===== src/sv/ssq_pkg.sv =====
// ----------------------------------------------------------------------------
// ssq_pkg
// Shared types and codes for the stable sorted priority queue.
// ----------------------------------------------------------------------------
`default_nettype none

package ssq_pkg;

    localparam int QUEUE_DEPTH = 16;
    localparam int KEY_W  = 8;
    localparam int TAG_W  = 16;
    localparam int FILL_W = $clog2(QUEUE_DEPTH + 1);
    localparam int STAT_W = 2;

    localparam logic OP_INSERT = 1'b0;
    localparam logic OP_REMOVE = 1'b1;

    localparam logic [STAT_W-1:0] ST_OK    = 2'd0;
    localparam logic [STAT_W-1:0] ST_EMPTY = 2'd1;
    localparam logic [STAT_W-1:0] ST_FULL  = 2'd2;

    typedef struct packed {
        logic             operation;
        logic [KEY_W-1:0] key;
        logic [TAG_W-1:0] tag;
    } t_in_req;

    typedef struct packed {
        logic              served_valid;
        logic [KEY_W-1:0]  served_key;
        logic [TAG_W-1:0]  served_tag;
        logic              head_valid;
        logic [KEY_W-1:0]  head_key;
        logic [TAG_W-1:0]  head_tag;
        logic [FILL_W-1:0] fill_count;
        logic [STAT_W-1:0] status;
    } t_out_req;

    // broadcast to every cell of the chain
    typedef struct packed {
        logic             ins;
        logic             rem;
        logic [KEY_W-1:0] key;
        logic [TAG_W-1:0] tag;
    } t_cell_ctrl;

endpackage

`default_nettype wire


===== src/sv/ssq_cell.sv =====
// ----------------------------------------------------------------------------
// ssq_cell
// One slot of the sorted chain: holds a key and tag, shifts toward the tail
// on insert and toward the head on remove.
// ----------------------------------------------------------------------------
`default_nettype none

module ssq_cell (
    input  wire                              i_clk,
    input  wire ssq_pkg::t_cell_ctrl         i_ctrl,
    input  wire                              i_occupied,
    input  wire                              i_prev_after,
    input  wire [ssq_pkg::KEY_W-1:0]         i_prev_key,
    input  wire [ssq_pkg::TAG_W-1:0]         i_prev_tag,
    input  wire [ssq_pkg::KEY_W-1:0]         i_next_key,
    input  wire [ssq_pkg::TAG_W-1:0]         i_next_tag,
    output logic                             o_after,
    output logic [ssq_pkg::KEY_W-1:0]        o_key,
    output logic [ssq_pkg::TAG_W-1:0]        o_tag
);

    logic [ssq_pkg::KEY_W-1:0] r_key;
    logic [ssq_pkg::TAG_W-1:0] r_tag;

    // slot lies behind the insertion point: empty or strictly larger key
    assign o_after = !i_occupied || (r_key > i_ctrl.key);
    assign o_key   = r_key;
    assign o_tag   = r_tag;

    always_ff @(posedge i_clk) begin
        if (i_ctrl.ins && o_after) begin
            if (i_prev_after) begin
                r_key <= i_prev_key;
                r_tag <= i_prev_tag;
            end else begin
                r_key <= i_ctrl.key;
                r_tag <= i_ctrl.tag;
            end
        end else if (i_ctrl.rem) begin
            r_key <= i_next_key;
            r_tag <= i_next_tag;
        end
    end

endmodule

`default_nettype wire


===== src/sv/stable_sorted_priority_queue.sv =====
// ----------------------------------------------------------------------------
// stable_sorted_priority_queue
// Bounded priority queue kept sorted in a chain of compare-and-shift cells.
// ----------------------------------------------------------------------------
// Each request is either an insert of (key, tag) or a remove of the head
// entry, and produces exactly one result, registered in the cycle after it
// is accepted. Every cell compares its key with the new key at once, so an
// insert or a remove updates all cells together and a new request can be
// accepted in every cycle; the only limit is the result register, which holds
// the input stalled while its result is stalled. Equal keys leave in arrival
// order. Insert on a full queue and remove on an empty queue leave the queue
// as it is and report their status. Head fields show the entry now in the
// first cell, zero when the queue is empty.
`default_nettype none

module stable_sorted_priority_queue (
    input  wire                 i_clk,
    input  wire                 i_rst_n,
    input  wire                 i_in_valid,
    output logic                o_in_stall,
    input  wire ssq_pkg::t_in_req i_in_req,
    output logic                o_out_valid,
    input  wire                 i_out_stall,
    output ssq_pkg::t_out_req   o_out_req
);

    localparam int QUEUE_DEPTH = ssq_pkg::QUEUE_DEPTH;
    localparam int CW = $clog2(QUEUE_DEPTH + 1);
    localparam logic [CW-1:0] DEPTH_C = CW'(QUEUE_DEPTH);

    logic [CW-1:0] r_count;
    logic [CW-1:0] n_count;
    logic          r_out_valid;

    logic                       r_served_valid;
    logic [ssq_pkg::KEY_W-1:0]  r_served_key;
    logic [ssq_pkg::TAG_W-1:0]  r_served_tag;
    logic [ssq_pkg::STAT_W-1:0] r_status;
    logic [ssq_pkg::STAT_W-1:0] n_status;

    logic accept;
    logic empty;
    logic full;
    ssq_pkg::t_cell_ctrl ctrl;

    logic                      after [QUEUE_DEPTH];
    logic [ssq_pkg::KEY_W-1:0] ckey  [QUEUE_DEPTH];
    logic [ssq_pkg::TAG_W-1:0] ctag  [QUEUE_DEPTH];

    assign o_in_stall = r_out_valid && i_out_stall;
    assign accept     = i_in_valid && !o_in_stall;
    assign empty      = (r_count == '0);
    assign full       = (r_count == DEPTH_C);

    always_comb begin
        ctrl.ins = accept && (i_in_req.operation == ssq_pkg::OP_INSERT) && !full;
        ctrl.rem = accept && (i_in_req.operation == ssq_pkg::OP_REMOVE) && !empty;
        ctrl.key = i_in_req.key;
        ctrl.tag = i_in_req.tag;
    end

    always_comb begin
        n_count  = r_count;
        n_status = ssq_pkg::ST_OK;
        if (i_in_req.operation == ssq_pkg::OP_INSERT) begin
            if (full) begin
                n_status = ssq_pkg::ST_FULL;
            end else begin
                n_count = r_count + 1'b1;
            end
        end else begin
            if (empty) begin
                n_status = ssq_pkg::ST_EMPTY;
            end else begin
                n_count = r_count - 1'b1;
            end
        end
    end

    for (genvar g = 0; g < QUEUE_DEPTH; g++) begin : g_cell
        localparam logic [CW-1:0] IDX = CW'(g);
        logic                      prev_after;
        logic [ssq_pkg::KEY_W-1:0] prev_key;
        logic [ssq_pkg::TAG_W-1:0] prev_tag;
        logic [ssq_pkg::KEY_W-1:0] next_key;
        logic [ssq_pkg::TAG_W-1:0] next_tag;

        if (g == 0) begin : g_head
            assign prev_after = 1'b0;
            assign prev_key   = i_in_req.key;
            assign prev_tag   = i_in_req.tag;
        end else begin : g_body
            assign prev_after = after[g-1];
            assign prev_key   = ckey[g-1];
            assign prev_tag   = ctag[g-1];
        end

        if (g == QUEUE_DEPTH - 1) begin : g_tail
            assign next_key = ckey[g];
            assign next_tag = ctag[g];
        end else begin : g_inner
            assign next_key = ckey[g+1];
            assign next_tag = ctag[g+1];
        end

        ssq_cell u_cell (
            .i_clk        (i_clk),
            .i_ctrl       (ctrl),
            .i_occupied   (IDX < r_count),
            .i_prev_after (prev_after),
            .i_prev_key   (prev_key),
            .i_prev_tag   (prev_tag),
            .i_next_key   (next_key),
            .i_next_tag   (next_tag),
            .o_after      (after[g]),
            .o_key        (ckey[g]),
            .o_tag        (ctag[g])
        );
    end

    always_ff @(posedge i_clk) begin
        if (!i_rst_n) begin
            r_count     <= '0;
            r_out_valid <= 1'b0;
        end else begin
            if (accept) begin
                r_count     <= n_count;
                r_out_valid <= 1'b1;
            end else if (!i_out_stall) begin
                r_out_valid <= 1'b0;
            end
        end
    end

    always_ff @(posedge i_clk) begin
        if (accept) begin
            r_served_valid <= ctrl.rem;
            r_served_key   <= ctrl.rem ? ckey[0] : '0;
            r_served_tag   <= ctrl.rem ? ctag[0] : '0;
            r_status       <= n_status;
        end
    end

    // head comes straight from the first cell, which holds while the result waits
    always_comb begin
        o_out_req.served_valid = r_served_valid;
        o_out_req.served_key   = r_served_key;
        o_out_req.served_tag   = r_served_tag;
        o_out_req.head_valid   = !empty;
        o_out_req.head_key     = empty ? '0 : ckey[0];
        o_out_req.head_tag     = empty ? '0 : ctag[0];
        o_out_req.fill_count   = ssq_pkg::FILL_W'(r_count);
        o_out_req.status       = r_status;
    end

    assign o_out_valid = r_out_valid;

    a_count_bound: assert property (@(posedge i_clk) disable iff (!i_rst_n)
        r_count <= DEPTH_C)
        else $error("fill count above depth");

    a_insert_grows: assert property (@(posedge i_clk) disable iff (!i_rst_n)
        ctrl.ins |=> (r_count == $past(r_count) + 1'b1) && o_out_valid)
        else $error("insert did not grow the queue");

    a_empty_remove: assert property (@(posedge i_clk) disable iff (!i_rst_n)
        (accept && empty && (i_in_req.operation == ssq_pkg::OP_REMOVE)) |=>
        (o_out_req.status == ssq_pkg::ST_EMPTY) && !o_out_req.served_valid
        && o_out_valid)
        else $error("remove on empty queue misreported");

    a_served_ok: assert property (@(posedge i_clk) disable iff (!i_rst_n)
        (o_out_valid && o_out_req.served_valid) |-> (o_out_req.status == ssq_pkg::ST_OK))
        else $error("served entry with error status");

endmodule

`default_nettype wire

===== config.mk =====
export PLATFORM = sky130hd
export DESIGN_NAME = stable_sorted_priority_queue
export DESIGN_NICKNAME = d
export VERILOG_FILES = /design/src/sv/ssq_pkg.sv /design/src/sv/ssq_cell.sv /design/src/sv/stable_sorted_priority_queue.sv
export SDC_FILE = /design/constraint.sdc
export NUM_CORES = 1
export LEC_CHECK = 0
export BUFFER_PORTS_ARGS = -buffer_cell sky130_fd_sc_hd__buf_2
export CORE_MARGIN = 3
export CORE_UTILIZATION = 58
export CTS_CLUSTER_DIAMETER = 150
export DETAILED_ROUTE_END_ITERATION = 6
export PLACE_DENSITY = 0.75
export SYNTH_ARGS = -nofsm -noshare
export SYNTH_HDL_FRONTEND = slang
export SYNTH_HIERARCHICAL = 1
export SYNTH_SLANG_ARGS = --single-unit

===== constraint.sdc =====
create_clock -name i_clk -period 9.7 [get_ports i_clk]
set_input_delay 0 -clock i_clk [delete_from_list [all_inputs] [get_ports i_clk]]
set_output_delay 0 -clock i_clk [all_outputs]
set_load 0.01 [all_outputs]

==> flow_metrics.py, run 1 <==
metrics = {
    "pwr": {
        "clock_share_of_power_pct": 25.8,
        "proportion_of_total_power_due_to_net_switching_pct": 29.3,
        "power-per-cell-area_nw_per_um2": 214,
        "power_frac_seq_pct": 42.8,
        "internal_power_w": 0.00442,
        "p_leak_nw": 12.1,
        "power_switching_w": 0.00183,
        "worst_ir_drop_vdd_mv": 0.192,
        "share_comb_of_total_power_pct": 31.4,
    },
    "die": {
        "fp.dieW_um": 224,
        "start_util_pct": 58.9,
        "vertical_die_dimension_um": 224,
        "placement_rows": 79,
        "core_area_um2": 46800,
        "num_io_pins": 88,
        "fp.dieArea_um2": 50100,
    },
    "logic_synthesis": {
        "mappedNetlistArea_um2": 27500,
        "synthesis.instances": 2048,
        "ys.warnings.count": 6,
        "synth_area_per_cell_um2": 13.4,
    },
    "grt": {
        "grt_pass1_wl_mm": 90.2,
        "via_count_of_the_first_global_routing_pass": 16800,
        "antenna_violations_before_repair": 3,
        "grt_max_degree": 53,
        "grt_overflow_total": 0,
        "globalRouteTotalUtil_pct": 22.0,
    },
    "worst_setup_path": {
        "critPathMaxFanout": 24,
        "setup.worst_path.class": "reg -> reg",
        "cp_cell_sequence": "inv_1 -> ha_1 -> nand3_1 -> nor3b_2 -> buf_4 -> o211a_1 -> buf_4 -> or2_2",
        "cp-start-kind": "flip-flop",
        "critical_path.reg2reg.startpoint": "r_count[1]",
        "cp_slowest_stage_delay_ps": 540,
        "timing.critical_path.to_type": "flip-flop",
        "worstReg2RegEnd": "g_cell[5].u_cell/o_key[7]",
        "reg2reg_setup_slack_ps": 6330,
        "r2r_cells": 8,
        "critical_path.most_common_cell": "sky130_fd_sc_hd__buf_4",
        "timing.critical_path.required_ps": 9920,
        "cp_data_arrival_time_ps": 3590,
        "critPathSlowestCell": "sky130_fd_sc_hd__dfxtp_1",
    },
    "layout": {
        "fillers": 3546,
        "layout-area-overhead-vs-synth_pct": 6.04,
        "nNetsFinal": 2261,
        "layout_commonest_cell": "sky130_fd_sc_hd__edfxtp_1",
        "drive_gt1_share_pct": 41.2,
        "layout.cells.most_common_list": "sky130_fd_sc_hd__edfxtp_1, sky130_fd_sc_hd__mux2_2, sky130_fd_sc_hd__mux2_4, sky130_fd_sc_hd__inv_1, sky130_fd_sc_hd__o21ai_0",
    },
    "timing": {
        "setup_total_negative_slack_ps": 0,
        "final.period_utilization_pct": 34.7,
        "clock.fmax_mhz": 297,
        "finalClockSkew_ps": 10.1,
        "fin_worst_hold_slack_ps": 161,
        "rsz_0062_raised_after_global_routing": "no",
        "timing_worst_slew_pin_value_ps": 1090,
        "report.final.setup_viol": 0,
        "timing.final.max_slew_violations": 0,
        "slew_headroom_pct": 27.3,
        "fin_crit_ps": 3370,
        "final_hold_violation_count": 0,
    },
    "cts": {
        "cts_tree": "done",
        "cts.clk_slew.worst_paths_ps": 60,
        "htree_levels": 2,
        "clock_tree.root_cell": "sky130_fd_sc_hd__clkbuf_16",
        "worst_skew_pair.late_latency_ps": 590,
        "ctsResizeCount": 0,
        "tritoncts.num_buffers": 45,
        "clock-sinks": 417,
        "ctsLongestPathBuffers": 3,
    },
    "run": {
        "cap_violations": 0,
    },
    "detailed_routing": {
        "firstDrtPassIters": 5,
        "post-route-drc-count": 0,
        "post_route_wl_mm": 55.1,
        "ant_nets": 0,
        "detail_route.wl_per_cell_um": 20.1,
        "drt_iter0_drc": 1010,
        "route.detailed.vias_per_inst": 5.81,
        "route.vias.total": 15900,
    },
    "placed_design": {
        "globalplace.congestion": 0.854,
        "place_hpwl_mm": 41.5,
        "numPortBuffers": 87,
    },
    "min_path": {
        "hold_path_end": "g_cell[1].u_cell/o_tag[3]",
        "timing.hold.worst.class": "in -> reg",
        "hold_depth": 3,
        "hp-start": "i_in_req[3]",
    },
    "run_status": {
        "outcome": "finished, final reports clean",
    },
}
## flip-flops by register name, summed over array words and instances, names as in the netlist
signal,count
o_out_valid,1
r_served_tag,16
r_served_key,8
g_cell.u_cell/o_key,128
r_status,2
r_served_valid,1
g_cell.u_cell/o_tag,256
r_count,5
## stage by stage
step,instance area (µm²),std cells,setup slack [ps],utilization (%),total power [W]
floorplan,27500,2051,6480,-,0.00427
global placement,27800,2654,6450,59.5,0.00457
detailed placement,27800,2654,6320,59.5,0.00467
CTS,29200,2736,6330,62.4,0.00629
global route,29200,2737,6120,62.5,0.00658
finish,29200,2737,6330,62.5,0.00625
## what timing repair did
item	4_1_cts	5_1_grt
hold buffers	6	0
endpoints found under the hold margin	7	0
setup buffers	0	0
## worst max path at each step
stage / slack [ps] / endpoint / start / cells after the start
floorplan: 6480 / g_cell[0].u_cell/o_key[0] / r_count[1] / 9
global placement: 6450 / g_cell[15].u_cell/o_tag[7] / r_count[3] / 8
detailed placement: 6320 / g_cell[5].u_cell/o_tag[7] / r_count[1] / 8
CTS: 6330 / g_cell[5].u_cell/o_key[7] / r_count[1] / 8
global route: 6120 / g_cell[5].u_cell/o_tag[9] / r_count[1] / 8
finish: 6330 / g_cell[5].u_cell/o_key[7] / r_count[1] / 8
## layout make-up
cell class                 count  area (µm²)  share of cell area (%)
inverter                     165         619                    2.12
timing repair buffer         111         631                    2.16
clock inverter                19         159                   0.544
tap                          607         759                    2.60
sequential                   417       12500                    42.7
clock buffer                  57        1170                    4.01
antenna                        1        2.50                 0.00857
multi-input combinational   1360       13400                    45.9
## power by group through the flow
stage | Clock, W | Sequential (W) | Combinational, W
2_1_floorplan | 0 | 0.00261 | 0.00166
3_3_place_gp | 0 | 0.00270 | 0.00187
3_5_place_dp | 0 | 0.00271 | 0.00195
4_1_cts | 0.00165 | 0.00268 | 0.00196
5_1_grt | 0.00172 | 0.00272 | 0.00215
6_report | 0.00161 | 0.00268 | 0.00196
## layer usage
layer,track usage (%),share of wire (%),wire [µm],vias up
met4,6.81,2.4,1340,2
met1,29.1,45,25000,7759
met2,37.9,48,26500,355
li1,-,-,-,7693
met5,0,0.024,13,-
met3,3.07,4.1,2260,98
## critical path: cells and delay by family, from the launching register on
family	cells	cell delay (ps)
AND/OR/NAND/NOR	3	830
flip-flops	1	540
buffers and inverters	3	800
adder cells (fa/ha/maj)	1	280
AO/OA/AOI/OAI	1	530
No activity file was read; power rests on OpenSTA's default activity.
==> inputs of run 2 (changes only) <==
Clock period 9.7 ns to 3.2 ns, I/O delays scaled along.
==> flow_metrics.py, run 2 (synthesis gave the netlist of run 1 again) <==
metrics = {
    "run_status": {
        "outcome": "finished, final reports clean",
    },
    "worst_setup_path": {
        "critical_path.most_common_cell": "sky130_fd_sc_hd__mux2_2",
        "setup.worst_path.class": "reg -> reg",
        "cp_slowest_stage_delay_ps": 550,
        "cp_data_arrival_time_ps": 3380,
        "timing.critical_path.required_ps": 3530,
        "cp_num_buf_inv": 1,
        "critPathSlowestCell": "sky130_fd_sc_hd__inv_1",
        "critPathMaxFanout": 19,
        "cp_cell_sequence": "nor2_1 -> nand2_1 -> nor2b_1 -> o21ai_1 -> o21ai_0 -> inv_1 -> mux2_2 -> mux2_2",
        "path_delay_family": "simple AND/OR/NAND/NOR gates",
        "timing.critical_path.to_type": "flip-flop",
        "cp-start-kind": "flip-flop",
    },
    "timing": {
        "report.final.setup_viol": 0,
        "setup_total_negative_slack_ps": 0,
        "fin_worst_hold_slack_ps": 58.5,
        "final_hold_violation_count": 0,
        "timing.final.max_slew_violations": 0,
        "rsz_0062_raised_after_global_routing": "no",
        "fin_crit_ps": 3050,
        "final.period_utilization_pct": 95.2,
        "slew_headroom_pct": 40.1,
        "finalClockSkew_ps": 17.1,
        "timing_worst_slew_pin_value_ps": 897,
        "clock.fmax_mhz": 328,
    },
    "cts": {
        "worst_skew_pair.late_latency_ps": 590,
        "clock_tree.root_cell": "sky130_fd_sc_hd__clkbuf_16",
        "clock-sinks": 417,
        "ctsLongestPathBuffers": 3,
        "cts_tree": "done",
        "cts.clk_slew.worst_paths_ps": 60,
        "htree_levels": 2,
        "tritoncts.num_buffers": 48,
    },
    "pwr": {
        "p_leak_nw": 12.3,
        "power_switching_w": 0.00553,
        "power_frac_seq_pct": 42.5,
        "power-per-cell-area_nw_per_um2": 645,
        "internal_power_w": 0.0135,
        "proportion_of_total_power_due_to_net_switching_pct": 29.0,
        "share_comb_of_total_power_pct": 31.7,
        "clock_share_of_power_pct": 25.8,
        "worst_ir_drop_vdd_mv": 0.457,
        "power_w": 0.0190,
    },
    "detailed_routing": {
        "route.vias.total": 15700,
        "ant_nets": 0,
        "post-route-drc-count": 0,
        "detail_route.wl_per_cell_um": 19.3,
        "post_route_wl_mm": 53.5,
        "route.detailed.vias_per_inst": 5.66,
        "firstDrtPassIters": 5,
        "drt_iter0_drc": 910,
    },
    "layout": {
        "layout-area-overhead-vs-synth_pct": 7.32,
        "finish.cell_count_without_fillers": 2772,
        "layout_commonest_cell": "sky130_fd_sc_hd__edfxtp_1",
        "nNetsFinal": 2294,
        "fillers": 3468,
        "largest_reg_flops": 256,
        "utilization_pct": 63.2,
        "layout.cells.most_common_list": "sky130_fd_sc_hd__edfxtp_1, sky130_fd_sc_hd__mux2_2, sky130_fd_sc_hd__mux2_4, sky130_fd_sc_hd__inv_1, sky130_fd_sc_hd__o21ai_0",
        "drive_gt1_share_pct": 42.0,
    },
    "grt": {
        "globalRouteTotalUtil_pct": 21.3,
        "grt_overflow_total": 0,
        "via_count_of_the_first_global_routing_pass": 16500,
        "antenna_violations_before_repair": 2,
        "grt_pass1_wl_mm": 86.9,
        "grt_max_degree": 52,
    },
    "die": {
        "placement_rows": 79,
        "fp.dieArea_um2": 50100,
        "vertical_die_dimension_um": 224,
        "fp.dieW_um": 224,
        "core_area_um2": 46800,
        "start_util_pct": 58.9,
        "num_io_pins": 88,
    },
    "placed_design": {
        "placed_cells_incl_taps": 2686,
        "numPortBuffers": 87,
        "place_hpwl_mm": 41.4,
        "globalplace.congestion": 0.844,
    },
    "run": {
        "cap_violations": 0,
    },
    "min_path": {
        "timing.hold.worst.class": "in -> reg",
    },
}
-- run 2: cell types whose count changed in the layout (fill, tap and decap cells not counted), sizes merged --
cell | before | now
clkbuf | 57 | 62
bufinv | 2 | 0
inv | 168 | 167
dlygate4sd3 | 6 | 4
clkinv | 14 | 17
buf | 105 | 137
-- run 2: power groups by stage --
stage               combinational (W)  sequential (W)  clock [W]
floorplan                     0.00502         0.00791          0
global placement              0.00580         0.00813          0
detailed placement            0.00603         0.00820          0
CTS                           0.00606         0.00809    0.00505
global route                  0.00660         0.00821    0.00527
finish                        0.00605         0.00809    0.00491
-- run 2: routing by layer --
layer | global-route usage (%) | part of all wire [%] | vias to the layer above
met3 | 2.87 | 4.0 | 103
met4 | 7.33 | 2.6 | 0
li1 | - | - | 7761
met5 | 0 | 0 | -
met1 | 27.8 | 45 | 7489
met2 | 36.7 | 48 | 344
-- run 2: final cells by class --
class | count | area [µm²] | share of cell area, %
inverter | 165 | 619 | 2.10
clock inverter | 19 | 109 | 0.368
timing repair buffer | 141 | 938 | 3.18
tap | 607 | 759 | 2.57
multi-input combinational | 1360 | 13400 | 45.3
clock buffer | 62 | 1260 | 4.28
sequential | 417 | 12500 | 42.2
antenna | 1 | 2.50 | 0.00847
-- run 2: path summary, 6_finish.rpt --
check / start / endpoint / slack, ps / cells after the start
min reg2reg: g_cell[1].u_cell/o_tag[11] / g_cell[0].u_cell/o_tag[11] / 570 / 1
max: r_count[1] / g_cell[1].u_cell/o_tag[1] / 150 / 8
min: i_in_req[24] / r_status[1] / 60 / 3
max reg2reg: r_count[1] / g_cell[1].u_cell/o_tag[1] / 150 / 8
-- run 2: repair_timing --
| action | 4_1_cts | 5_1_grt |
|---|---|---|
| setup endpoints to repair | 0 | 5 |
| hold buffers | 4 | 0 |
| buffers inserted | 0 | 0 |
| gates resized for setup | 0 | 2 |
| hold endpoints to repair | 6 | 0 |
-- run 2: stage by stage --
stage               area, µm²  setup WS, ps
floorplan               27600           347
global placement        28100           272
detailed placement      28100           180
CTS                     29500           180
global route            29600          33.8
finish                  29600           153
-- run 2: worst register-to-register path: cells and delay by family (launching register included) --
kind                   cells  cell delay [ps]
AND/OR/NAND/NOR            3              890
buffers and inverters      1              550
AO/OA/AOI/OAI              2              240
flip-flops                 1              420
multiplexers               2              700
==> inputs of run 3 (changes only) <==
Settings changed: CORE_MARGIN 3 to 2, PLACE_DENSITY 0.75 to 0.78.
Clock period 3.2 ns to 2.5 ns, I/O delays scaled along.
==> flow_metrics.py, run 3 (synthesis gave the netlist of run 1 again) <==
metrics = {
    "detailed_routing": {
        "firstDrtPassIters": 5,
        "drt_iter0_drc": 1116,
        "post_route_wl_mm": 63.0,
        "detail_route.wl_per_cell_um": 21.4,
        "ant_nets": 0,
        "route.detailed.vias_per_inst": 5.85,
        "post-route-drc-count": 0,
        "route.vias.total": 17200,
    },
    "placed_design": {
        "placed_area_um2": 29100,
        "globalplace.congestion": 0.863,
        "numPortBuffers": 87,
        "placed_cells_incl_taps": 2739,
        "place_hpwl_mm": 42.2,
    },
    "layout": {
        "fillers": 2992,
        "num_antenna_cells": 0,
        "largest_reg_flops": 256,
        "layout.cells.most_common_list": "sky130_fd_sc_hd__edfxtp_1, sky130_fd_sc_hd__mux2_4, sky130_fd_sc_hd__mux2_2, sky130_fd_sc_hd__inv_1, sky130_fd_sc_hd__buf_4",
        "finish.instance_area_um2": 32700,
        "layout-area-overhead-vs-synth_pct": 18.7,
        "nNetsFinal": 2465,
        "finish.cell_count_without_fillers": 2946,
        "drive_gt1_share_pct": 50.2,
        "layout_commonest_cell": "sky130_fd_sc_hd__edfxtp_1",
    },
    "run_status": {
        "outcome": "finished, violations left",
        "failed_checks": "negative setup slack",
    },
    "timing": {
        "timing.final.max_slew_violations": 0,
        "final.period_utilization_pct": 103,
        "final_hold_violation_count": 0,
        "setup_slack_ps": -63.3,
        "rsz_0062_raised_after_global_routing": "yes",
        "report.final.setup_viol": 62,
        "fin_crit_ps": 2560,
        "clock.fmax_mhz": 390,
        "fin_worst_hold_slack_ps": 133,
        "finalClockSkew_ps": 24.4,
    },
    "grt": {
        "via_count_of_the_first_global_routing_pass": 17500,
        "grt_pass1_wl_mm": 90.7,
        "grt_overflow_total": 0,
        "grt_max_degree": 52,
        "globalRouteTotalUtil_pct": 22.6,
        "antenna_violations_before_repair": 0,
    },
    "die": {
        "placement_rows": 79,
        "start_util_pct": 58.9,
        "core_area_um2": 46800,
        "num_io_pins": 88,
        "vertical_die_dimension_um": 222,
        "fp.dieArea_um2": 49200,
        "fp.dieW_um": 222,
    },
    "cts": {
        "worst_skew_pair.late_latency_ps": 590,
        "clock-sinks": 417,
        "cts_tree": "done",
        "ctsLongestPathBuffers": 3,
        "cts.clk_slew.worst_paths_ps": 60,
        "htree_levels": 2,
        "clock_tree.root_cell": "sky130_fd_sc_hd__clkbuf_16",
        "tritoncts.num_buffers": 46,
    },
    "worst_setup_path": {
        "timing.critical_path.from": "g_cell[11].u_cell/o_key[3]",
        "cp_data_arrival_time_ps": 2910,
        "setup.worst_path.class": "reg -> reg",
        "timing.critical_path.required_ps": 2850,
        "cp_slowest_stage_delay_ps": 450,
        "path_delay_family": "multiplexers",
        "cp_num_buf_inv": 2,
        "critPathSlowestCell": "sky130_fd_sc_hd__edfxtp_1",
        "cp_cell_sequence": "ha_4 -> nand2_1 -> o21bai_1 -> a21oi_1 -> o21ai_1 -> inv_2 -> clkbuf_16 -> mux2_2 -> mux2_4",
        "cp-start-kind": "flip-flop",
        "critPathMaxFanout": 15,
        "timing.critical_path.to_type": "flip-flop",
        "critical_path.reg2reg.startpoint": "g_cell[11].u_cell/o_key[3]",
    },
    "min_path": {
        "hp-start": "i_in_req[19]",
        "timing.hold.worst.class": "in -> reg",
    },
    "pwr": {
        "p_leak_nw": 14.0,
        "power-per-cell-area_nw_per_um2": 832,
        "worst_ir_drop_vdd_mv": 0.440,
    },
    "run": {
        "cap_violations": 0,
    },
}
-- run 3: changes by cell type in the layout (fill, tap and decap cells not counted), sizes merged --
cell / previous run / this run
buf: 137 / 290
bufinv: 0 / 8
clkbuf: 62 / 70
clkinv: 17 / 19
dlygate4sd3: 4 / 6
clkinvlp: 0 / 1
diode: 1 / 0
or2: 16 / 17
-- run 3: timing repair --
item                                   CTS  global route
hold buffers                             6             0
setup buffers                            2            98
endpoints found under the hold margin    7             0
cloned                                   1            18
pin swaps                                3            41
setup endpoints to repair               63           413
gates resized for setup                 11           186
-- run 3: area by class of cell --
| type | instances | area [µm²] | area share (%) |
|---|---|---|---|
| Clock buffer | 53 | 1180 | 3.60 |
| Clock inverter | 30 | 369 | 1.13 |
| Inverter | 165 | 622 | 1.90 |
| Multi-Input combinational cell | 1361 | 14200 | 43.4 |
| Sequential cell | 417 | 12500 | 38.2 |
| Tap cell | 607 | 759 | 2.32 |
| Timing Repair Buffer | 313 | 3100 | 9.48 |
-- run 3: path summary, 6_finish.rpt --
| path | endpoint | cells past startpoint | slack, ps |
|---|---|---|---|
| worst max-delay path | g_cell[12].u_cell/o_tag[14] | 9 | -60 |
| worst min-delay path | g_cell[9].u_cell/o_key[3] | 5 | 130 |
| worst max register to register | g_cell[12].u_cell/o_tag[14] | 9 | -60 |
| worst min register to register | g_cell[14].u_cell/o_tag[15] | 1 | 570 |
-- run 3: where the power goes --
group	switching, W	internal [W]	total [W]
clock network	0.00287	0.00421	0.00708
logic	0.00424	0.00552	0.00975
registers	0.000818	0.00955	0.0104
-- run 3: per-layer routing --
layer	global-route usage (%)	vias up	share of wire [%]
li1	-	8113	-
met1	27.8	8513	41
met2	40.9	458	52
met3	3.01	143	4.1
met4	7.39	0	3.3
met5	0	-	0
-- run 3: stage by stage --
stage | TNS, ps | power [W] | setup slack (ps) | util (%)
global placement | 0 | 0.0183 | 42.3 | 62.2
finish | -1590 | 0.0272 | -63.3 | 69.9
CTS | -70.6 | 0.0259 | -14.9 | 65.8
detailed placement | -1050 | 0.0187 | -89.8 | 62.2
global route | -9410 | 0.0283 | -109 | 69.9
floorplan | -2300 | 0.0166 | -8.25 | -
-- run 3: tightest hold or removal path, cell delays in order --
cell and delay, ps:
sky130_fd_sc_hd__buf_2 100, sky130_fd_sc_hd__buf_12 150, sky130_fd_sc_hd__inv_1 70, sky130_fd_sc_hd__o21ai_1 140, sky130_fd_sc_hd__mux2_4 140
